$ cat src/hdl/cde_pkg.sv
// Shared types and constants for the crowding distance engine.
// Used by cde_lane, cde_merge and crowding_distance_engine; depends on nothing.
package cde_pkg;

	localparam int KEY_W        = 32;
	localparam int OBJ_SLOTS    = 4;
	localparam int MEMBER_NUM_W = 6;
	localparam int OBJ_COUNT_W  = 3;
	localparam logic [OBJ_COUNT_W-1:0] OBJ_COUNT_RESET = 3'd2;
	localparam logic [KEY_W-1:0] SIGN_FLIP = 32'h8000_0000;

	typedef enum logic [5:0] {
		ST_LOAD  = 6'b000001,
		ST_START = 6'b000010,
		ST_RANK  = 6'b000100,
		ST_DIST  = 6'b001000,
		ST_EMIT  = 6'b010000,
		ST_HOLD  = 6'b100000
	} state_t;

	typedef struct packed {
		logic clear;
		logic load_m;
		logic cmp;
		logic cmp_last;
		logic shift;
		logic div_start;
	} lane_ctl_t;

endpackage

$ cat src/hdl/cde_merge.sv
// Merging stage: adds the per-lane distances and divides by the objective count.
// Depends on cde_pkg.
module cde_merge #(
	parameter int LANES         = 4,
	parameter int FRACTION_BITS = 16
) (
	input  logic                            clk,
	input  logic [FRACTION_BITS:0]          sums [LANES],
	input  logic [cde_pkg::OBJ_COUNT_W-1:0] obj_k,
	output logic [FRACTION_BITS:0]          avg_dist
);

	localparam int QW   = FRACTION_BITS + 1;
	localparam int SUMW = QW + 2;
	localparam int S    = SUMW + 1;
	localparam logic [S-1:0] M3 = S'(((64'd1 << S) + 64'd2) / 64'd3);

	logic [SUMW-1:0]   total;
	logic [SUMW-1:0]   sum_s1, sum_s2;
	logic [cde_pkg::OBJ_COUNT_W-1:0] k_s1, k_s2;
	logic [SUMW+S-1:0] prod_s2;
	logic [SUMW-1:0]   quo;

	always_comb begin
		total = '0;
		for (int l = 0; l < LANES; l++) begin
			if (l < int'(obj_k)) begin
				total = total + SUMW'(sums[l]);
			end
		end
	end

	always_ff @(posedge clk) begin
		sum_s1  <= total;
		k_s1    <= obj_k;
		sum_s2  <= sum_s1;
		k_s2    <= k_s1;
		prod_s2 <= (SUMW+S)'(sum_s1) * (SUMW+S)'(M3);
	end

	always_comb begin
		unique case (k_s2)
			3'd1:    quo = sum_s2;
			3'd2:    quo = sum_s2 >> 1;
			3'd3:    quo = prod_s2[SUMW+S-1:S];
			default: quo = sum_s2 >> 2;
		endcase
	end

	assign avg_dist = quo[QW-1:0];

endmodule

$ cat config.mk
export PLATFORM = sky130hd
export DESIGN_NAME = cde_merge
export DESIGN_NICKNAME = d
export VERILOG_FILES = /design/src/hdl/cde_pkg.sv /design/src/hdl/cde_merge.sv
export SDC_FILE = /design/constraint.sdc
export NUM_CORES = 1
export LEC_CHECK = 0
export ABC_CLOCK_PERIOD_IN_PS = 11400
export BUFFER_PORTS_ARGS = -buffer_cell sky130_fd_sc_hd__buf_2
export CAP_MARGIN = 20
export CELL_PAD_IN_SITES_DETAIL_PLACEMENT = 1
export CELL_PAD_IN_SITES_GLOBAL_PLACEMENT = 2
export CORE_MARGIN = 4
export CORE_UTILIZATION = 42
export CTS_BUF_LIST = sky130_fd_sc_hd__clkbuf_16
export CTS_CLUSTER_DIAMETER = 30
export DETAILED_ROUTE_END_ITERATION = 8
export HOLD_SLACK_MARGIN = 0.02
export PLACE_DENSITY = 0.89
export SYNTH_ARGS = -nofsm -noshare
export SYNTH_HDL_FRONTEND = slang
export SYNTH_SLANG_ARGS = --single-unit
$ cat constraint.sdc
create_clock -name clk -period 11.4 [get_ports clk]
set_input_delay 0.57 -clock clk [delete_from_list [all_inputs] [get_ports clk]]
set_output_delay 0.57 -clock clk [all_outputs]
set_load 0.03 [all_outputs]
== Yosys cells after proc, flatten, opt, wreduce, memory -nomap -nowiden ==
Cells that the tools add are included.

* Flip-flop bits (word level): 80
* Input port bits: 72
* Output and inout bits: 17

* Add/sub/neg operators: 3
* Multipliers: 1
* $lt $le $gt $ge: 4
* Eq/ne operators: 3
* Multiplexer cells: 5

{| class="wikitable"
|+ Operators with widths
! cell !! count
|-
| $add 19x17->19 || 3
|-
| $mux 19 || 3
|-
| $pmux 17 s3 || 1
|-
| $mul 19x18->36 const B || 1
|-
| $mux 17 || 1
|-
| $eq 3x2->1 const B || 2
|-
| $lt 1x3->1 const A || 2
|-
| $lt 2x3->1 const A || 2
|-
| $eq 3x1->1 const B || 1
|}

== Longest topological paths before layout ==
* Depth after elaboration: 8
* Depth in mapped cells: 36
* Mapped depth without buffers: 32

== Least setup slack after synthesis ==
OpenSTA, ideal clock, no wires.

* Path type: input -> register
* From: input port obj_k[1] (netlist bit)
* To: register sum_s1[15]
* Library setup time: 0.121 ns
* Arrival time: 6.415 ns
* Data required time: 11.279 ns
* Setup slack: 4.864 ns
* Cell stages on the path: 33
* Cells stage by stage: buf_2 > or3_4 > buf_6 > buf_6 > clkbuf_1 > and2_1 > ha_1 > ha_1 > a21oi_1 > o21ai_0 > a32oi_2 > a21oi_1 > nor2_1 > xor2_1 > o211ai_1 > o31ai_1 > ha_1 > o21ai_0 > a21oi_1 > o21ai_0 > xnor2_1 > a22o_1 > a22oi_1 > nand2_1 > ha_1 > and3_1 > nand4_1 > nand3_1 > or4_1 > a41oi_1 > o21ai_0 > xor2_1 > mux2_2

* Cells in the longest elaborated chain, start to end: 8

{| class="wikitable"
|+ RTL lines
! element !! line !! source
|-
| from (decl) || cde_merge.sv:9 || <nowiki>input logic [cde_pkg::OBJ_COUNT_W-1:0] obj_k,</nowiki>
|-
| $lt 1x3->1 || cde_merge.sv:27 || <nowiki>if (l < int'(obj_k)) begin</nowiki>
|-
| $mux 17 || cde_merge.sv:27 ||
|-
| $add 19x17->19 || cde_merge.sv:28 || <nowiki>total = total + SUMW'(sums[l]);</nowiki>
|-
| $mux 19 || cde_merge.sv:27 ||
|-
| $add 19x17->19 || cde_merge.sv:28 ||
|-
| $mux 19 || cde_merge.sv:27 ||
|-
| $add 19x17->19 || cde_merge.sv:28 ||
|-
| $mux 19 * || cde_merge.sv:27 ||
|-
| via total[15] || cde_merge.sv:18 || <nowiki>logic [SUMW-1:0] total;</nowiki>
|-
| to (signal assigned) || cde_merge.sv:34 || <nowiki>sum_s1 <= total;</nowiki>
|-
| to (decl) || cde_merge.sv:19 || <nowiki>logic [SUMW-1:0] sum_s1, sum_s2;</nowiki>
|}

Mark *: on every way through the listed nets, which the timed path passes. The rest lies on a longest branch.

== Worst setup path after layout ==
* From: input port obj_k[2] (netlist bit)
* To: register sum_s1[16]

The elaborated chain is that of the path after synthesis.

==> run metrics <==
Syn Area/Cell slightly below 9 um2; GR Overflow Total 0; Tightest Pin Transition 1.045 ns; post-DP HPWL about 25 mm; largest cells by area after synthesis ha_1 24%, fa_1 22%, dfxtp_1 11%; Ys Warns 0; # resized after CTS 0; router iterations before antenna repair 4; io pins 89; number of synthesized flops with an enable pin 0; Synth top area share 0.2370; Total Wirelength about 29 mm; Initial Util 0.4302; via count ~8,700; crit end category register; Final Critical Period between 6 and 7 ns; Yosys reg bits 61; Num CTS Buffers 9; # Max-Cap Violations 0; Worst Clk Skew between 0.01 and 0.015 ns; Root Driver clkbuf_16; Max Fclk around 0.14 GHz; CP max stage cell or3_4; Synth top cells by count 241 x inv_1, 207 x ha_1, 120 x fa_1; Synth Area in Simple Gates 0.1013; CP required between 10 and 15 ns; Setup-failing EPs final 0; post-layout worst setup margin about 4.4 ns; Iter 0 DRT Violations 318; layout cells sized above 1 0.1088; syn_nets about 1,600; Final #Nets roughly 1,700; final setup TNS 0 ns; Reg clk slew, reported paths roughly 0.06 ns; area of the multi-input gates around 8700 um2; outcome finished clean; post-synthesis sequential area ratio 0.1118; post-synth top area cell ha_1; adder-cell share of the synthesized area 0.4596; # DRC 0; die width roughly 170 um; Final Cycle Share 0.6124; CP Class input port to register; synth unique cells 70; wire per inst ~18 um; Hold Crit Start k_s1[2]$_DFF_P_; Hold Fails Final Rpt 0; Antenna Cells 0; routed vias/inst roughly 5.3; Final Util 0.4715; RSZ-0062 raised after global routing no; vias in the first global route slightly below 10,000; post-route ant nets 0; HP Class register to register; P&R area growth vs syn 9.595%; Synth async-reset ratio 0; Synth Area in Compound Gates 0.1589; pre-CTS setup slack 4.130 ns; # port buffers between 80 and 90; reg2reg start sum_s1[12]$_DFF_P_; largest net degree at the start of global routing 35; largest family of logic cells by synthesized area adder cells; most frequent cell after synthesis inv_1; Placed Area around 12,000 um2; Slew headroom 0.3025; mapped cell area approximately 11,000 um2; xor/xnor share of the synthesized area 0.05050; initial antenna violation count 1; clock latency on the worst-skew pair between 0.3 and 0.4 ns; critical path fanouts, max 28; fillers about 3,000; hold_buf cts 0; multiplexer share of the synthesized area 0.02187; CTS tree built; TritonCTS sink count 61; first-pass GRT wire length slightly below 50 mm; startpoint types input port; floorplan row count 58; core area about 25,000 um2; Final Wtd Congestion 0.8447; Mapped Cells around 1,200; Die Ht 169.3 um; H-tree level count 3; post-route cell area roughly 12,000 um2; Main synth FF type dfxtp_1; CP Launch Point obj_k[2]; largest stage delay on the critical path ~0.61 ns; Critical Path AT 7.22 ns; Pins Over Slew Limit 0; die area around 29,000 um2; FF+latch area approximately 1200 um2; Max Buffers Root-to-Sink 2; GRT Overall Usage 0.2112; setup bufs post-CTS 0
-- cell type report --
cell class,instances,share of cell area
Clock buffer,9,0.01881
Clock inverter,7,0.006164
Inverter,242,0.07585
Multi-Input combinational cell,912,0.7231
Sequential cell,61,0.1020
Tap cell,330,0.03448
Timing Repair Buffer,92,0.03960
-- logic make-up (layout without fill, tap and decap cells) --
family,after synthesis,count (layout)
AO/OA/AOI/OAI,274,274
XOR/XNOR,63,63
adder cells (fa/ha/maj),330,330
buffers and inverters,272,350
flip-flops,61,61
multiplexers,22,22
AND/OR/NAND/NOR,223,223
-- critical path, delay by kind of cell --
family          cells  cell delay [ns]
buf+inv             1             0.29
simple gates        5             1.13
compound gates     15             3.15
xor+xnor            3             0.30
fa+ha+maj           4             1.21
mux                 2             0.54
-- routing by layer --
layer  vias up  global-route usage  part of all wire
met5         -                   0           0.00044
met4         2             0.05390             0.019
met3        35             0.02446             0.033
met2       143              0.3834              0.50
met1      4222              0.2674              0.44
li1       4296                   -                 -
-- worst paths after layout --
| kind | endpoint | slack [ns] | cells after the start |
|---|---|---|---|
| hold / removal | k_s2[2]$_DFF_P_ | 0.40 | 0 |
| setup reg to reg | prod_s2[36]$_DFF_P_ | 4.96 | 18 |
| setup / recovery | sum_s1[16]$_DFF_P_ | 4.42 | 30 |
| hold reg to reg | k_s2[2]$_DFF_P_ | 0.40 | 0 |
-- layout by cell type, fill, tap and decap left out, types with 6 or more instances in the layout --
master | netlist | layout
a31oi_1 | 8 | 8
o21ai_1 | 8 | 8
nand2_1 | 60 | 60
o211ai_1 | 8 | 8
dfxtp_1 | 61 | 61
a21o_1 | 23 | 23
a211oi_1 | 8 | 8
nor3_1 | 11 | 11
o21bai_1 | 6 | 6
nand3_1 | 9 | 9
mux2i_1 | 7 | 7
o21a_1 | 9 | 9
and2_1 | 14 | 14
xor2_1 | 20 | 20
fa_1 | 120 | 120
inv_1 | 241 | 241
o21ai_0 | 61 | 61
ha_1 | 207 | 207
a21oi_1 | 95 | 95
and3_1 | 7 | 7
nor2_1 | 65 | 64
clkbuf_16 | 0 | 9
mux2_2 | 15 | 15
buf_2 | 4 | 88
nand2b_1 | 9 | 9
xnor2_1 | 43 | 43
nor2b_1 | 21 | 21
-- flip-flops by register name (all words and copies together), names as in the netlist --
signal,cells
k_s1,3
k_s2,3
prod_s2,17
sum_s1,19
sum_s2,19
-- metrics by stage --
stage | instances | hold slack [ns]
6_report | 1653 | 0.4041
5_1_grt | 1653 | 0.4094
4_1_cts | 1652 | 0.4038
3_5_place_dp | 1636 | 0.3849
3_3_place_gp | 1635 | 0.3843
2_1_floorplan | 1245 | 0.3096
Power is not shown: default switching activity piles up to over one toggle a cycle in this logic, so the estimate is an artifact.
