--- config.mk ---
export PLATFORM = sky130hd
export DESIGN_NAME = cde_lane
export DESIGN_NICKNAME = d
export VERILOG_FILES = /design/src/hdl/cde_pkg.sv /design/src/hdl/cde_ram.sv /design/src/hdl/cde_lane.sv
export SDC_FILE = /design/constraint.sdc
export NUM_CORES = 2
export LEC_CHECK = 0
export ABC_AREA = 0
export BUFFER_PORTS_ARGS = -buffer_cell sky130_fd_sc_hd__buf_2
export CAP_MARGIN = 15
export CORE_MARGIN = 2
export CORE_UTILIZATION = 48
export DETAILED_ROUTE_END_ITERATION = 16
export PLACE_DENSITY_LB_ADDON = 0.08
export SYNTH_ARGS = -nofsm -noshare
export SYNTH_HDL_FRONTEND = slang
export SYNTH_SLANG_ARGS = --single-unit
--- constraint.sdc ---
create_clock -name clk -period 16.65 [get_ports clk]
set_input_delay 2.4975 -clock clk [delete_from_list [all_inputs] [get_ports clk]]
set_output_delay 2.4975 -clock clk [all_outputs]
set_load 0.02 [all_outputs]
--- src/hdl/cde_pkg.sv ---
// Shared types and constants for the crowding distance engine.
// Used by cde_lane, cde_merge and crowding_distance_engine; depends on nothing.
package cde_pkg;

	localparam int KEY_W        = 32;
	localparam int OBJ_SLOTS    = 4;
	localparam int MEMBER_NUM_W = 6;
	localparam int OBJ_COUNT_W  = 3;
	localparam logic [OBJ_COUNT_W-1:0] OBJ_COUNT_RESET = 3'd2;
	localparam logic [KEY_W-1:0] SIGN_FLIP = 32'h8000_0000;

	typedef enum logic [5:0] {
		ST_LOAD  = 6'b000001,
		ST_START = 6'b000010,
		ST_RANK  = 6'b000100,
		ST_DIST  = 6'b001000,
		ST_EMIT  = 6'b010000,
		ST_HOLD  = 6'b100000
	} state_t;

	typedef struct packed {
		logic clear;
		logic load_m;
		logic cmp;
		logic cmp_last;
		logic shift;
		logic div_start;
	} lane_ctl_t;

endpackage

--- src/hdl/cde_ram.sv ---
// Generic single-write, single-read RAM with a registered read port.
// Stands alone; no package is used.
module cde_ram #(
	parameter int WIDTH = 8,
	parameter int DEPTH = 16
) (
	input  logic                     clk,
	input  logic                     we,
	input  logic [$clog2(DEPTH)-1:0] waddr,
	input  logic [WIDTH-1:0]         wdata,
	input  logic [$clog2(DEPTH)-1:0] raddr,
	output logic [WIDTH-1:0]         rdata
);

	logic [WIDTH-1:0] mem [DEPTH];

	always_ff @(posedge clk) begin
		if (we) begin
			mem[waddr] <= wdata;
		end
		rdata <= mem[raddr];
	end

endmodule

--- src/hdl/cde_lane.sv ---
// One objective lane: key store, rank sort, boundary marks and a bit-serial divider.
// Depends on cde_pkg and cde_ram.
module cde_lane #(
	parameter int MAX_MEMBERS   = 64,
	parameter int FRACTION_BITS = 16
) (
	input  logic                           clk,
	input  logic                           arst_n,
	input  cde_pkg::lane_ctl_t             ctl,
	input  logic                           wr_en,
	input  logic [$clog2(MAX_MEMBERS)-1:0] wr_addr,
	input  logic [cde_pkg::KEY_W-1:0]      wr_key,
	input  logic [$clog2(MAX_MEMBERS)-1:0] key_addr,
	input  logic                           dist_mode,
	input  logic [$clog2(MAX_MEMBERS)-1:0] ord_addr,
	input  logic [$clog2(MAX_MEMBERS)-1:0] cur_m,
	input  logic [$clog2(MAX_MEMBERS)-1:0] cmp_j,
	input  logic [$clog2(MAX_MEMBERS)-1:0] last_idx,
	input  logic [MAX_MEMBERS-1:0]         inf_all,
	output logic [MAX_MEMBERS-1:0]         bnd,
	input  logic [$clog2(MAX_MEMBERS)-1:0] sum_addr,
	output logic [FRACTION_BITS:0]         sum_data
);

	localparam int AW  = $clog2(MAX_MEMBERS);
	localparam int KW  = cde_pkg::KEY_W;
	localparam int QW  = FRACTION_BITS + 1;
	localparam int DCW = $clog2(QW + 1);

	logic [KW-1:0]  key_rdata, keym_q, lo_q, hi_q, kw0_q, kw1_q, kw2_q, range_w;
	logic [AW-1:0]  ord_rdata, key_raddr, rank_q, rank_fin, mb1_q, mb2_q, wm_q;
	logic           lt;
	logic [KW:0]    rem_q, rem_sub;
	logic           ge, skip_q;
	logic [QW-1:0]  q_q, q_next;
	logic [DCW-1:0] dcnt_q;
	logic           sum_we;
	logic [MAX_MEMBERS-1:0] bnd_q;

	assign key_raddr = dist_mode ? ord_rdata : key_addr;

	cde_ram #(.WIDTH(KW), .DEPTH(MAX_MEMBERS)) u_key_ram (
		.clk(clk), .we(wr_en), .waddr(wr_addr), .wdata(wr_key),
		.raddr(key_raddr), .rdata(key_rdata)
	);

	cde_ram #(.WIDTH(AW), .DEPTH(MAX_MEMBERS)) u_ord_ram (
		.clk(clk), .we(ctl.cmp_last), .waddr(rank_fin), .wdata(cur_m),
		.raddr(ord_addr), .rdata(ord_rdata)
	);

	cde_ram #(.WIDTH(QW), .DEPTH(MAX_MEMBERS)) u_sum_ram (
		.clk(clk), .we(sum_we), .waddr(wm_q), .wdata(skip_q ? '0 : q_next),
		.raddr(sum_addr), .rdata(sum_data)
	);

	assign lt       = (key_rdata < keym_q) || ((key_rdata == keym_q) && (cmp_j < cur_m));
	assign rank_fin = rank_q + AW'(lt);
	assign range_w  = hi_q - lo_q;
	assign ge       = rem_q >= {1'b0, range_w};
	assign rem_sub  = ge ? (rem_q - {1'b0, range_w}) : rem_q;
	assign q_next   = {q_q[QW-2:0], ge};
	assign sum_we   = (dcnt_q == DCW'(1));
	assign bnd      = bnd_q;

	always_ff @(posedge clk) begin
		if (ctl.load_m) begin
			keym_q <= key_rdata;
			rank_q <= '0;
		end else if (ctl.cmp) begin
			rank_q <= rank_fin;
		end
		if (ctl.cmp_last) begin
			if (rank_fin == '0) begin
				lo_q <= keym_q;
			end
			if (rank_fin == last_idx) begin
				hi_q <= keym_q;
			end
		end
		if (ctl.shift) begin
			kw0_q <= kw1_q;
			kw1_q <= kw2_q;
			kw2_q <= key_rdata;
			mb1_q <= mb2_q;
			mb2_q <= ord_rdata;
		end
		if (ctl.div_start) begin
			rem_q  <= {1'b0, kw2_q - kw0_q};
			skip_q <= inf_all[mb1_q] || (range_w == '0);
			wm_q   <= mb1_q;
			q_q    <= '0;
		end else if (dcnt_q != '0) begin
			rem_q <= {rem_sub[KW-1:0], 1'b0};
			q_q   <= q_next;
		end
	end

	always_ff @(posedge clk or negedge arst_n) begin
		if (!arst_n) begin
			dcnt_q <= '0;
			bnd_q  <= '0;
		end else begin
			if (ctl.div_start) begin
				dcnt_q <= DCW'(QW);
			end else if (dcnt_q != '0) begin
				dcnt_q <= dcnt_q - DCW'(1);
			end
			if (ctl.clear) begin
				bnd_q <= '0;
			end else if (ctl.cmp_last && ((rank_fin == '0) || (rank_fin == last_idx))) begin
				bnd_q[cur_m] <= 1'b1;
			end
		end
	end

endmodule

# Yosys cells after proc, flatten, opt, wreduce, memory -nomap -nowiden

Memory sizes are Yosys's and may differ from the RTL's. A register that Yosys moved wholly into a read port is not among the register bits.
Index checks and enable logic that the tools add are counted.

Add/sub/neg operators: 5
$lt $le $gt $ge: 6
Equality and inequality tests: 3
Mux-type cells: 19
Bitwise logic cells: 1
Reductions and logical operators: 13

Operators by type and width:

| operator                                                           | number |
|---|---|
| two-way mux 64 bit                                                 | 2 |
| two-way mux 32 bit                                                 | 3 |
| subtractor 32 bit                                                  | 3 |
| OR 64 bit                                                          | 1 |
| greater-or-equal comparator 33 x 32 -> 1 bit                       | 1 |
| == test 32 bit                                                     | 1 |
| logical NOT 32 bit                                                 | 1 |
| < comparator 32 bit                                                | 1 |
| two-way mux 17 bit                                                 | 1 |
| < comparator 6 x 7 -> 1 bit (second input constant)                | 2 |
| two-way mux 5 bit                                                  | 2 |
| two-way mux 1 bit                                                  | 8 |
| adder 6 x 1 -> 6 bit                                               | 1 |
| binary-select mux 1 bit (select 6 bit)                             | 1 |
| demux 1 bit (select 6 bit)                                         | 1 |
| == test 6 bit                                                      | 1 |
| greater-or-equal comparator 6 x 1 -> 1 bit (second input constant) | 1 |
| logical NOT 6 bit                                                  | 1 |
| < comparator 6 bit                                                 | 1 |
| two-way mux 6 bit                                                  | 1 |
| == test 5 x 1 -> 1 bit (second input constant)                     | 1 |
| nonzero test 5 bit                                                 | 1 |
| subtractor 5 x 1 -> 5 bit (second input constant)                  | 1 |
| AND reduction 2 bit                                                | 2 |
| 3 further kinds                                                    | 8 |

Flip-flop bits (word level): 335
RAM bits: 3520
Input port bits: 148
Output and inout port bits: 81
Logic and storage cells: 66
Memories kept: 3

Memories:

| memory        | words | bits a word | read ports | clocked after Yosys merged registers in | wr ports | line          | RTL |
|---|---|---|---|---|---|---|---|
| u_key_ram.mem | 64    | 32          | 1          | 1                                       | 1        | cde_ram.sv:15 | `logic [WIDTH-1:0] mem [DEPTH];` |
| u_sum_ram.mem | 64    | 17          | 1          | 1                                       | 1        | cde_ram.sv:15 |  |
| u_ord_ram.mem | 64    | 6           | 1          | 1                                       | 1        | cde_ram.sv:15 |  |

# Logic depth before layout (Yosys ltp)

Word-level depth: 9
Gate-level depth with buffers: 23
Gate-level depth less buffers: 23

# Modules after synthesis

Synthesis repeated with hierarchy kept, for this count alone.

Cells, all modules: 7595
Area, all modules: 154061.5 µm²

By module, submodules not included:

| module              | instances | cells each | area each (µm²) | sequential area each (µm²) |
|---|---|---|---|---|
| cde_ram (u_key_ram) | 1         | 3324       | 78515.3         | 62139.6 |
| cde_ram (u_sum_ram) | 1         | 1953       | 42344.4         | 33011.7 |
| cde_lane            | 1         | 1598       | 17976.0         | 9484.1 |
| cde_ram (u_ord_ram) | 1         | 720        | 15225.9         | 11651.2 |

# Worst setup path after synthesis

OpenSTA, ideal clock, no wires.

Kind: input to register
From: input port cur_m[0]
To: register bnd_q[56] (netlist: bnd[56])
Setup time: 0.073 ns
Arrival: 9.346 ns
Data required time: 16.577 ns
Slack: 7.230 ns
Stages: 19
Path buffers: 1
Cells stage by stage: clkbuf_1 > nand2b_1 > a21o_1 > a21o_1 > a21oi_1 > nor2b_1 > o21ai_0 > nand2_1 > o21ai_0 > ha_1 > ha_1 > xor2_1 > xnor2_1 > nand4_1 > nor4_1 > nor2_1 > nor3_1 > a21oi_1 > nor2_1

Cells in the longest elaborated chain, start to end: 8
Elaborated cells on any way between the ends: 17
Those cells by class: 1 x add/sub; 3 x order compare; 1 x eq/ne; 4 x mux; 1 x bitwise; 7 x reduce/logical

RTL lines:

| item                                                      | line            | RTL |
|---|---|---|
| start: declaration                                        | cde_lane.sv:16  | `input logic [$clog2(MAX_MEMBERS)-1:0] cur_m,` |
| < comparator 6 bit                                        | cde_lane.sv:57  | `assign lt = (key_rdata < keym_q) \|\| ((key_rdata == keym_q) && (cmp_j < cur_m));` |
| logical AND 1 bit                                         | cde_lane.sv:57  |  |
| logical OR 1 bit                                          | cde_lane.sv:57  |  |
| adder 6 x 1 -> 6 bit                                      | cde_lane.sv:58  | `assign rank_fin = rank_q + AW'(lt);` |
| == test 6 bit / logical NOT 6 bit (equally long branches) | cde_lane.sv:111 | `end else if (ctl.cmp_last && ((rank_fin == '0) \|\| (rank_fin == last_idx))) begin` |
| logical OR 1 bit                                          | cde_lane.sv:111 |  |
| logical AND 1 bit                                         | cde_lane.sv:111 |  |
| nonzero test 2 bit (no source line)                       | -               |  |
| end signal: assignment                                    | cde_lane.sv:102 | `bnd_q <= '0;` |
| end signal: assignment                                    | cde_lane.sv:110 | `bnd_q <= '0;` |
| end signal: indexed assignment                            | cde_lane.sv:112 | `bnd_q[cur_m] <= 1'b1;` |
| end: declaration                                          | cde_lane.sv:38  | `logic [MAX_MEMBERS-1:0] bnd_q;` |

Several ways; a longest one is shown, not always the timed one. The select of a mux whose other input is x is not followed.
A chain may end at the register's enable or synchronous reset.

# Worst setup path after layout

From: input port cur_m[1]
To: register bnd_q[60] (netlist: bnd[60])

Same word-level chain as after synthesis.

==> flow_summary_export.csv <==
group,metric,value,unit
clock_tree,cts_setup_buffers,0,
logic_synthesis,synth_seq_cells,3910,
critical_path,max_stage_delay,0.76,ns
timing,period_minus_slack,7.25,ns
timing,maxSlewViolCount,0,
critical_path,crit_required,17.51,ns
logic_synthesis,yosysUniqueCellTypes,92,
timing,fmax,138,MHz
route,drt_iter0_drc,8372,
logic_synthesis,synth-edff-count,3763,
outcome,run_status,"finished clean",
power,irDropWorstVdd,0.0929,mV
global_routing,grtUsageTotal,24.2,%
logic_synthesis,syn_inst,7614,
placed_design,gp_congestion,0.842,
timing,worst_pin_slew,1.15,ns
critical_path,worstPathArrival,8.11,ns
floorplanning,die_w,571,microns
clock_tree,cts_tree,"done",
timing,finalCritPeriodShare,43.5,%
floorplanning,initial_core_util,48.2,%
placed_design,dp_cells,12000,
logic_synthesis,synthFlopType,"edfxtp_1",
timing,setup-tns-final,0,ns
critical_path,worstSetupStartpointType,"input port",
layout,drive_above_1_share,26.1,%
clock_tree,ctsLongestPathBuffers,4,
hold_path,hold_start,"mb2_q[3]$_DFFE_PP_",
logic_synthesis,async_flop_share,1.76,%
power,p_per_area,134,mW/mm^2
logic_synthesis,synth_area_leaders,"edfxtp_1 73%, mux4_2 15%, dfrtp_1 1.1%, ha_1 1.1%, dfxtp_1 1.0%",
global_routing,grt_overflow_total,0,
critical_path,r2r_start,"lo_q[0]$_DFFE_PP_",
critical_path,crit_chain,"buf_2, buf_4, inv_1, ha_1, a21o_1, a21o_1, a21oi_1, nor2b_1, o21ai_0, nand2_1, o21ai_0, ha_1, ha_1, nand3_1, xor2_1, and2_1, nand2_1, nor2_1, nor2_1, nor3_1, a21oi_1, nor2_1",
timing,finalHoldViolCount,0,
layout,nets,8392,
timing,rsz0062_at_grt,"false",
timing,skew,0.0988,ns
critical_path,critPathLaunch,"cur_m[1]",
route,drcViolationCount,0,
clock_tree,cts_htree_levels,5,
clock_tree,clock_latency,0.97,ns
clock_tree,clk_pin_slew,0.06,ns
global_routing,grt_pass1_wl,567000,microns
logic_synthesis,ys_warn_count,0,
clock_tree,root_buffer,"clkbuf_16",
logic_synthesis,syn_nets,7900,
timing,relSlewSlack,22.7,%
placed_design,hpwlAfterDp,225000,microns
global_routing,antenna_found_initial,26,
logic_synthesis,synth_top_area_cell,"edfxtp_1",
floorplanning,coreArea,0.321,sq mm
floorplanning,die_h,571,microns
hold_path,hold_path.class,"register to register",
clock_tree,cts_made_buffers,408,
layout,syn2layout_area_growth,14.0,%
layout,fillCellCount,24500,
floorplanning,fp-row-count,208,
logic_synthesis,syn_area,0.154,sq mm
route,wl_per_cell,31.2,microns
layout,mostFrequentLayoutCells,"3,763 x edfxtp_1, 1,011 x mux4_2, 413 x clkbuf_16, 392 x nand2_1, 285 x nor2_1",
timing,setup-violations-final,0,
route,vias_per_cell,6.04,
logic_synthesis,seq_area_frac_synth,75.3,%
critical_path,cp-end-kind,"register",
timing,worst_hold_slack,0.370,ns
power,p_leak,56.5,nW
global_routing,grt_pass1_vias,77900,
route,wirelength,398000,microns
critical_path,crit_path_top_delay_cell,"nor3_1",
layout,stdcell_count,12800,
flow_run,maxCapViolCount,0,
critical_path,cp_max_fo,70,
clock_tree,cts_resized,0,
route,dr_total_vias,77000,
critical_path,critPathKind,"input port to register",
placed_design,port_buffers,228,
logic_synthesis,avgSynthCellArea,20.3,sq um
global_routing,grt_start_max_net_pins,116,
floorplanning,io_pins,229,
clock_tree,cts_hold_buf,0,
floorplanning,die_area,0.326,sq mm
layout,layout_commonest_cell,"edfxtp_1",
logic_synthesis,synth_top_area_share,73.2,%
route,ant_nets,0,
route,first_pass_iters,6,
clock_tree,clock_sinks,3910,
per-layer routing:
metal,vias to the layer above,track usage [%],part of all wire [%]
met5,-,0,0.029
met4,18,6.40,2.6
met3,557,3.04,5.8
met2,2558,39.9,49
met1,41500,34.5,42
li1,32400,-,-
critical path: cells and delay by family:
kind | cells | cell delay [ns]
buffers and inverters | 3 | 0.82
XOR/XNOR | 1 | 0.33
AO/OA/AOI/OAI | 6 | 0.89
adder cells (fa/ha/maj) | 3 | 0.82
AND/OR/NAND/NOR | 9 | 2.70
through the flow:
step                      utilization (%)  setup WS (ns)  area (sq um)  power, W
after CTS                            54.8           9.49        176000    0.0237
after floorplan                         -           7.23        154000    0.0135
final                                54.9           9.40        176000    0.0236
after global routing                 54.9           8.93        176000    0.0244
after detailed placement             50.5           8.48        162000    0.0146
after global placement               50.5           8.61        162000    0.0146
Yosys cell counts, types with 5 or more instances:
cell type  instances
and3_1            20
o21ai_1           16
mux2i_1           24
dfrtp_1           69
xnor2_1           56
o21a_1            21
inv_1            129
edfxtp_1        3763
and2_1           130
nand4_1           24
o21ai_0           52
or3_1              8
mux4_2          1011
nand3b_1          11
nand2b_1          19
a311oi_1          69
nor4_1             9
clkbuf_1         264
nand3_1           48
or2_2              7
o31ai_1            5
nor2b_1           50
mux4_1             5
o211ai_1          17
xor2_1            31
nor2_1           361
nand4b_1           5
o21bai_1           9
ha_1             135
a21o_1            32
buf_2             56
a31oi_1           75
nand2_1          392
buf_1             66
a211oi_1         174
dfxtp_1           78
a21oi_1          245
nor3_1            37
cells by family after synthesis:
| logic type | Yosys count | share of synthesized area (%) |
|---|---|---|
| AO/OA/AOI/OAI | 771 | 3.31 |
| XOR/XNOR | 87 | 0.493 |
| adder cells (fa/ha/maj) | 140 | 1.15 |
| buffers and inverters | 519 | 1.32 |
| flip-flops | 3910 | 75.3 |
| multiplexers | 1043 | 15.0 |
| AND/OR/NAND/NOR | 1144 | 3.41 |
worst paths after layout:
kind,end,slack [ns],cells after the start
worst max register to register,rem_q[30]$_DFFE_PP_,10.42,20
max in group asynchronous,dcnt_q[2]$_DFFE_PN0P_,14.27,1
worst min register to register,mb1_q[3]$_DFFE_PP_,0.37,0
worst min-delay path,mb1_q[3]$_DFFE_PP_,0.37,0
worst max-delay path,bnd[60]$_DFFE_PN0P_,9.40,22
min in group asynchronous,bnd[57]$_DFFE_PN0P_,1.71,1
area by class of cell:
class,instances,area [sq um],area share [%]
clock buffers,509,10900,6.17
clock inverters,239,2720,1.54
flip-flops and latches,3910,116000,66.1
multi-input cells,3185,36900,20.9
inverters,129,484,0.275
well taps,4305,5390,3.06
repair buffers,472,3330,1.89
diodes,12,30.0,0.0171
registers in the layout, indices dropped and copies added (netlist names), 6 cells and up:
signal           count
u_ord_ram.rdata      6
u_key_ram.mem     2048
mb2_q                6
keym_q              32
lo_q                32
rem_q               33
hi_q                32
kw1_q               32
rank_q               6
u_key_ram.rdata     32
mb1_q                6
bnd                 64
u_sum_ram.mem     1088
wm_q                 6
kw2_q               32
q_q                 16
kw0_q               32
u_sum_ram.rdata     17
u_ord_ram.mem      384
where the power goes:
group / switching [W] / internal (W)
sequential: 0.000187 / 0.0111
clock: 0.00380 / 0.00538
combinational: 0.00191 / 0.00122
No activity file was read; power rests on OpenSTA's default activity.
